`src/rtl/lsh_pkg.sv`:
```
// Shared constants, command type and helpers for the Laplacian sharpening block.
package lsh_pkg;

   localparam int MAX_WIDTH  = 1024;
   localparam int MAX_HEIGHT = 1024;

   localparam int PIX_W  = 8;
   localparam int SIZE_W = 11;
   localparam int GAIN_W = 9;
   localparam int CSR_W  = 11;
   localparam int COL_W  = $clog2(MAX_WIDTH);
   localparam int ROW_W  = $clog2(MAX_HEIGHT) + 1;

   // register indexes on the csr port
   localparam logic [1:0] CSR_FILTER_KIND  = 2'd0;
   localparam logic [1:0] CSR_GAIN         = 2'd1;
   localparam logic [1:0] CSR_IMAGE_WIDTH  = 2'd2;
   localparam logic [1:0] CSR_IMAGE_HEIGHT = 2'd3;

   localparam logic KIND_FIVE_POINT = 1'b0;

   localparam logic [SIZE_W-1:0] CENTRE_FIVE  = 11'd400;
   localparam logic [SIZE_W-1:0] CENTRE_NINE  = 11'd800;
   localparam logic [6:0]        NBR_SCALE    = 7'd100;
   localparam logic [13:0]       OUT_SCALE    = 14'd10000;
   localparam logic [12:0]       ROUND_HALF   = 13'd5000;
   localparam logic signed [31:0] SAT_LIMIT   = 32'sd2560000;

   // floor(n / 10000) == (n * RECIP) >> RECIP_SHIFT for 0 <= n < 2^22
   localparam int             RECIP_SHIFT = 36;
   localparam logic [22:0]    RECIP       = 23'd6871948;

   typedef struct packed {
      logic             capture;
      logic             zero_pixel;
      logic [COL_W-1:0] addr;
      logic             shift;
      logic             conv_en;
      logic             num_en;
      logic             div_en;
      logic             load;
      logic             border;
      logic             frame_end;
   } dp_cmd_type;

   function automatic logic [SIZE_W-1:0] clamp_size(input logic [SIZE_W-1:0] v,
                                                    input logic [SIZE_W-1:0] hi);
      logic [SIZE_W-1:0] r;
      if (v < 11'd3) r = 11'd3;
      else if (v > hi) r = hi;
      else r = v;
      return r;
   endfunction

endpackage

```
`src/rtl/lsh_controller.sv`:
```
// Controller: raster counters, sequencing of each item and output valid.
module lsh_controller (
   input  logic                         clock,
   input  logic                         reset,
   input  logic                         req_valid,
   input  logic                         req_flush,
   output logic                         req_ready,
   output logic                         rsp_valid,
   input  logic                         rsp_ready,
   input  logic [lsh_pkg::SIZE_W-1:0]   width,
   input  logic [lsh_pkg::SIZE_W-1:0]   height,
   output lsh_pkg::dp_cmd_type          cmd
);
   import lsh_pkg::*;

   localparam logic [2:0] ST_IDLE  = 3'd0;
   localparam logic [2:0] ST_SHIFT = 3'd1;
   localparam logic [2:0] ST_CONV  = 3'd2;
   localparam logic [2:0] ST_NUM   = 3'd3;
   localparam logic [2:0] ST_DIV   = 3'd4;
   localparam logic [2:0] ST_LOAD  = 3'd5;

   logic [2:0]       state_ff, state_in;
   logic [COL_W-1:0] in_col_ff, in_col_in, out_col_ff, out_col_in;
   logic [ROW_W-1:0] in_row_ff, in_row_in, out_row_ff, out_row_in;
   logic             has_out_ff, has_out_in;
   logic             border_ff, border_in;
   logic             fend_ff, fend_in;
   logic             rsp_valid_ff, rsp_valid_in;

   logic              accept, ignore, take, early, load;
   logic [SIZE_W-1:0] col_next, ocol_next;
   logic [ROW_W-1:0]  orow_next;
   logic              col_wrap, ocol_wrap;

   assign accept = req_valid && (state_ff == ST_IDLE);
   // a flush beat before any pixel of a frame does nothing
   assign ignore = req_flush && (in_col_ff == '0) && (in_row_ff == '0)
                   && (out_col_ff == '0) && (out_row_ff == '0);
   assign take   = accept && !ignore;
   assign early  = (in_row_ff == '0) || ((in_row_ff == 11'd1) && (in_col_ff == '0));

   assign col_next  = {1'b0, in_col_ff} + 11'd1;
   assign col_wrap  = col_next >= width;
   assign ocol_next = {1'b0, out_col_ff} + 11'd1;
   assign ocol_wrap = ocol_next >= width;
   assign orow_next = out_row_ff + 11'd1;

   assign border_in = (out_row_ff == '0) || (out_col_ff == '0)
                      || (orow_next >= height) || ocol_wrap;
   assign fend_in   = (out_row_ff >= height) || ((orow_next >= height) && ocol_wrap);
   assign has_out_in = !early;

   always_comb begin
      in_col_in  = in_col_ff;
      in_row_in  = in_row_ff;
      out_col_in = out_col_ff;
      out_row_in = out_row_ff;
      if (take) begin
         if (col_wrap) begin
            in_col_in = '0;
            if (in_row_ff != '1) in_row_in = in_row_ff + 11'd1;
         end else begin
            in_col_in = col_next[COL_W-1:0];
         end
         if (!early) begin
            if (fend_in) begin
               in_col_in  = '0;
               in_row_in  = '0;
               out_col_in = '0;
               out_row_in = '0;
            end else if (ocol_wrap) begin
               out_col_in = '0;
               out_row_in = orow_next;
            end else begin
               out_col_in = ocol_next[COL_W-1:0];
            end
         end
      end
   end

   assign load = (state_ff == ST_LOAD) && (!rsp_valid_ff || rsp_ready);

   always_comb begin
      case (state_ff)
         ST_IDLE:  state_in = take ? ST_SHIFT : ST_IDLE;
         ST_SHIFT: begin
            if (!has_out_ff) state_in = ST_IDLE;
            else if (border_ff) state_in = ST_LOAD;
            else state_in = ST_CONV;
         end
         ST_CONV:  state_in = ST_NUM;
         ST_NUM:   state_in = ST_DIV;
         ST_DIV:   state_in = ST_LOAD;
         ST_LOAD:  state_in = load ? ST_IDLE : ST_LOAD;
         default:  state_in = ST_IDLE;
      endcase
   end

   assign rsp_valid_in = load ? 1'b1 : (rsp_ready ? 1'b0 : rsp_valid_ff);

   always_ff @(posedge clock) begin
      if (reset) begin
         state_ff     <= ST_IDLE;
         in_col_ff    <= '0;
         in_row_ff    <= '0;
         out_col_ff   <= '0;
         out_row_ff   <= '0;
         has_out_ff   <= 1'b0;
         border_ff    <= 1'b0;
         fend_ff      <= 1'b0;
         rsp_valid_ff <= 1'b0;
      end else begin
         state_ff     <= state_in;
         in_col_ff    <= in_col_in;
         in_row_ff    <= in_row_in;
         out_col_ff   <= out_col_in;
         out_row_ff   <= out_row_in;
         rsp_valid_ff <= rsp_valid_in;
         if (take) begin
            has_out_ff <= has_out_in;
            border_ff  <= border_in;
            fend_ff    <= fend_in;
         end
      end
   end

   always_comb begin
      cmd.capture    = take;
      cmd.zero_pixel = req_flush || (in_row_ff >= height);
      cmd.addr       = in_col_ff;
      cmd.shift      = (state_ff == ST_SHIFT);
      cmd.conv_en    = (state_ff == ST_CONV);
      cmd.num_en     = (state_ff == ST_NUM);
      cmd.div_en     = (state_ff == ST_DIV);
      cmd.load       = load;
      cmd.border     = border_ff;
      cmd.frame_end  = fend_ff;
   end

   assign req_ready = (state_ff == ST_IDLE);
   assign rsp_valid = rsp_valid_ff;

endmodule

```
`config.mk`:
```
export PLATFORM = sky130hd
export DESIGN_NAME = lsh_controller
export DESIGN_NICKNAME = d
export VERILOG_FILES = /design/src/rtl/lsh_pkg.sv /design/src/rtl/lsh_controller.sv
export SDC_FILE = /design/constraint.sdc
export NUM_CORES = 1
export LEC_CHECK = 0
export ABC_CLOCK_PERIOD_IN_PS = 6950
export BUFFER_PORTS_ARGS = -buffer_cell sky130_fd_sc_hd__buf_2
export CORE_ASPECT_RATIO = 0.6
export CORE_MARGIN = 1.5
export CORE_UTILIZATION = 41
export CTS_BUF_LIST = sky130_fd_sc_hd__clkbuf_4
export CTS_CLUSTER_SIZE = 40
export DETAILED_ROUTE_END_ITERATION = 7
export HOLD_SLACK_MARGIN = 0.15
export PLACE_DENSITY = 0.68
export SETUP_SLACK_MARGIN = 0.2
export SLEW_MARGIN = 20
export SYNTH_ARGS = -nofsm -noshare
export SYNTH_HDL_FRONTEND = slang
export SYNTH_SLANG_ARGS = --single-unit
```
`constraint.sdc`:
```
create_clock -name clock -period 6.95 [get_ports clock]
set_input_delay 0.3475 -clock clock [delete_from_list [all_inputs] [get_ports clock]]
set_output_delay 0.3475 -clock clock [all_outputs]
set_load 0.05 [all_outputs]
```
==> flow_summary.json <==
{
  "status": "finished, final reports clean",
  "gr-total-overflow": 0,
  "hpwl_mm": 7.90,
  "synth-async-reset-ratio_pct": 0,
  "cts_buffers": 5,
  "clkTransAtPathRegs_ns": 0.15,
  "htreeDepth": 2,
  "p_per_area_nw_per_um2": 115,
  "synth_common_cells": "ha_1, dfxtp_1, inv_1, nand2_1, nor2_1",
  "worst_setup_path_start_kind": "flip-flop",
  "final.min_clock_period_ns": 4.18,
  "grt_pass1_wl_mm": 16.4,
  "drt_iter0_markers": 330,
  "path_class": "reg2reg",
  "holdWs_ns": 0.270,
  "ir_worst_vdd_uv": 71.3,
  "via_per_inst": 5.49,
  "drt_first_pass_iters": 4,
  "netlist_area_um2": 4070,
  "grt_max_degree": 30,
  "cts.sinks": 49,
  "detail_route.wirelength_mm": 10.0,
  "synth_area_per_cell_um2": 8.19,
  "setup_viol": 0,
  "synthMostInstantiatedCell": "ha_1",
  "hold_viol_final": 0,
  "wl_met2_mm": 3.97,
  "yosysTopAreaCell": "dfxtp_1",
  "synth_edf_count": 0,
  "routabilityCongestion": 0.865,
  "synth_area_leaders": "dfxtp_1, ha_1, xor2_1",
  "crit_required_ns": 7.25,
  "max_slew_margin_pct": 40.5,
  "maxCapViolations": 0,
  "die_area_um2": 10600,
  "ys_seq_elements": 49,
  "clk_latency_ns": 0.39,
  "arrival_ns": 4.48,
  "grt_pass1_vias": 3283,
  "fillerInstances": 944,
  "ctsHoldBuffers": 0,
  "cts_setup_buffers": 0,
  "clk_path_buf_depth": 2,
  "final_max_slew_viol_count": 0,
  "cp-end-kind": "flip-flop",
  "worst_slack_ns": 2.77,
  "initial_core_util_pct": 43.3,
  "core_area_um2": 9390,
  "cts_root_buf": "clkbuf_4",
  "fin_nets": 623,
  "die_x_um": 132,
  "synth_ff_type": "dfxtp_1",
  "max_freq_mhz": 239,
  "dr_wl_met3_um": 499,
  "syn_nets": 588,
  "tns_ns": 0,
  "ant_nets": 0,
  "die_y_um": 80.2,
  "num_vias": 3635,
  "fin_worst_skew_ns": 0.0131,
  "synth_cell_types": 58,
  "cts_tree": "built",
  "area_delta_synth_final_pct": 7.99,
  "grt_antenna_before_repair": 0,
  "crit_path_max_fanout": 11,
  "yosysSeqAreaShare_pct": 24.1,
  "post-place-ws_ns": 2.89,
  "drc": 0,
  "track_usage_pct": 19.3,
  "rsz0062_at_grt": "false",
  "syn_inst": 497,
  "finalCritPeriodShare_pct": 60.1,
  "rows": 27,
  "wire_per_inst_um": 15.1,
  "yosys_warnings": 0,
  "p_leak_nw": 2.11,
  "worst_hold_path_type": "in2reg",
  "port_buffers": 47,
  "worstMarginPinSlew_ns": 0.890,
  "antenna_cells": 0,
  "pin_count": 48,
  "synth_top_area_share_pct": 24.1,
  "met1Wirelength_mm": 5.50,
  "topRoutingLayerUsed": "met4",
  "ctsResizeCount": 0,
  "total_power_w": 0.000506,
  "drive_gt1_share_pct": 12.8
}
## layout make-up
cell class | instances | area (µm²) | area share [%]
clock inverter | 1 | 3.75 | 0.0854
inverter | 42 | 158 | 3.59
sequential | 49 | 981 | 22.3
multi-input combinational | 387 | 2810 | 63.9
tap | 130 | 163 | 3.70
timing repair buffer | 47 | 235 | 5.35
clock buffer | 6 | 45.0 | 1.02
## layout by cell type, fill, tap and decap left out, types with 3 or more instances in the layout
cell type / count
a21oi_1: 33
xnor2_1: 17
xor2_1: 22
a22o_1: 7
ha_1: 64
and3_1: 16
nand2b_1: 6
a211oi_1: 4
o21ai_0: 8
nor4_1: 4
and2_1: 3
a21o_1: 12
or3_1: 7
inv_1: 41
nand2_1: 41
nand3_1: 19
nand3b_1: 3
a31oi_1: 8
nor3_1: 16
nand4_1: 8
dfxtp_1: 49
mux2i_1: 5
nor2_1: 39
buf_2: 47
nor2b_1: 5
o32ai_1: 6
o21ai_1: 3
clkbuf_4: 6
## per-stage QoR
| step | area, µm² | std cells | utilization (%) |
|---|---|---|---|
| after floorplan | 4070 | 497 | - |
| final | 4400 | 662 | 46.8 |
| after global routing | 4400 | 662 | 46.8 |
| after detailed placement | 4350 | 655 | 46.3 |
| after global placement | 4350 | 655 | 46.3 |
| after CTS | 4400 | 662 | 46.8 |
## state kept, by name (all words and copies together) (netlist names)
register and count:
in_col_ff 10, border_ff 1, fend_ff 1, rsp_valid 1
state_ff 3, out_col_ff 10, out_row_ff 11, in_row_ff 11
has_out_ff 1
## power by group
| part | internal (W) | total, W | switching [W] |
|---|---|---|---|
| Clock | 0.0000409 | 0.000137 | 0.0000961 |
| Sequential | 0.000284 | 0.000288 | 0.00000464 |
| Combinational | 0.0000261 | 0.0000806 | 0.0000545 |
## worst max-delay path, stage by stage (launching register included)
cell	delay, ns
dfxtp_1	0.44
ha_1	0.28
and3_1	0.21
nand3_1	0.16
or3_1	0.41
nor2_1	0.15
xor2_1	0.22
ha_1	0.28
a21oi_1	0.15
o21ai_0	0.10
a31oi_1	0.21
nand2_1	0.18
nor2_1	0.63
nand2b_1	0.35
o41ai_1	0.30
## layer usage
| layer | vias to the layer above | GRT usage [%] |
|---|---|---|
| li1 | 1828 | - |
| met1 | 1700 | 28.7 |
| met2 | 97 | 28.8 |
| met3 | 10 | 3.85 |
| met4 | 0 | 3.22 |
| met5 | - | 0 |
## kinds of logic (layout without fill, tap and decap cells)
kind of cell,Yosys count,after routing,synth area share (%)
compound gates,100,100,17.0
xor+xnor,39,39,8.39
fa+ha+maj,64,64,19.7
buf+inv,61,96,6.86
flops,49,49,24.1
mux,5,5,1.23
simple gates,179,179,22.8
## final timing paths
check,start,to,cells after the start,slack [ns]
worst max-delay path,out_row_ff[1],out_row_ff[2],14,2.77
worst min-delay path,rsp_ready,rsp_valid,3,0.27
worst max register to register,out_row_ff[1],out_row_ff[2],14,2.77
worst min register to register,out_row_ff[1],out_row_ff[1],2,0.54
Power figures use the tool's default switching activity.
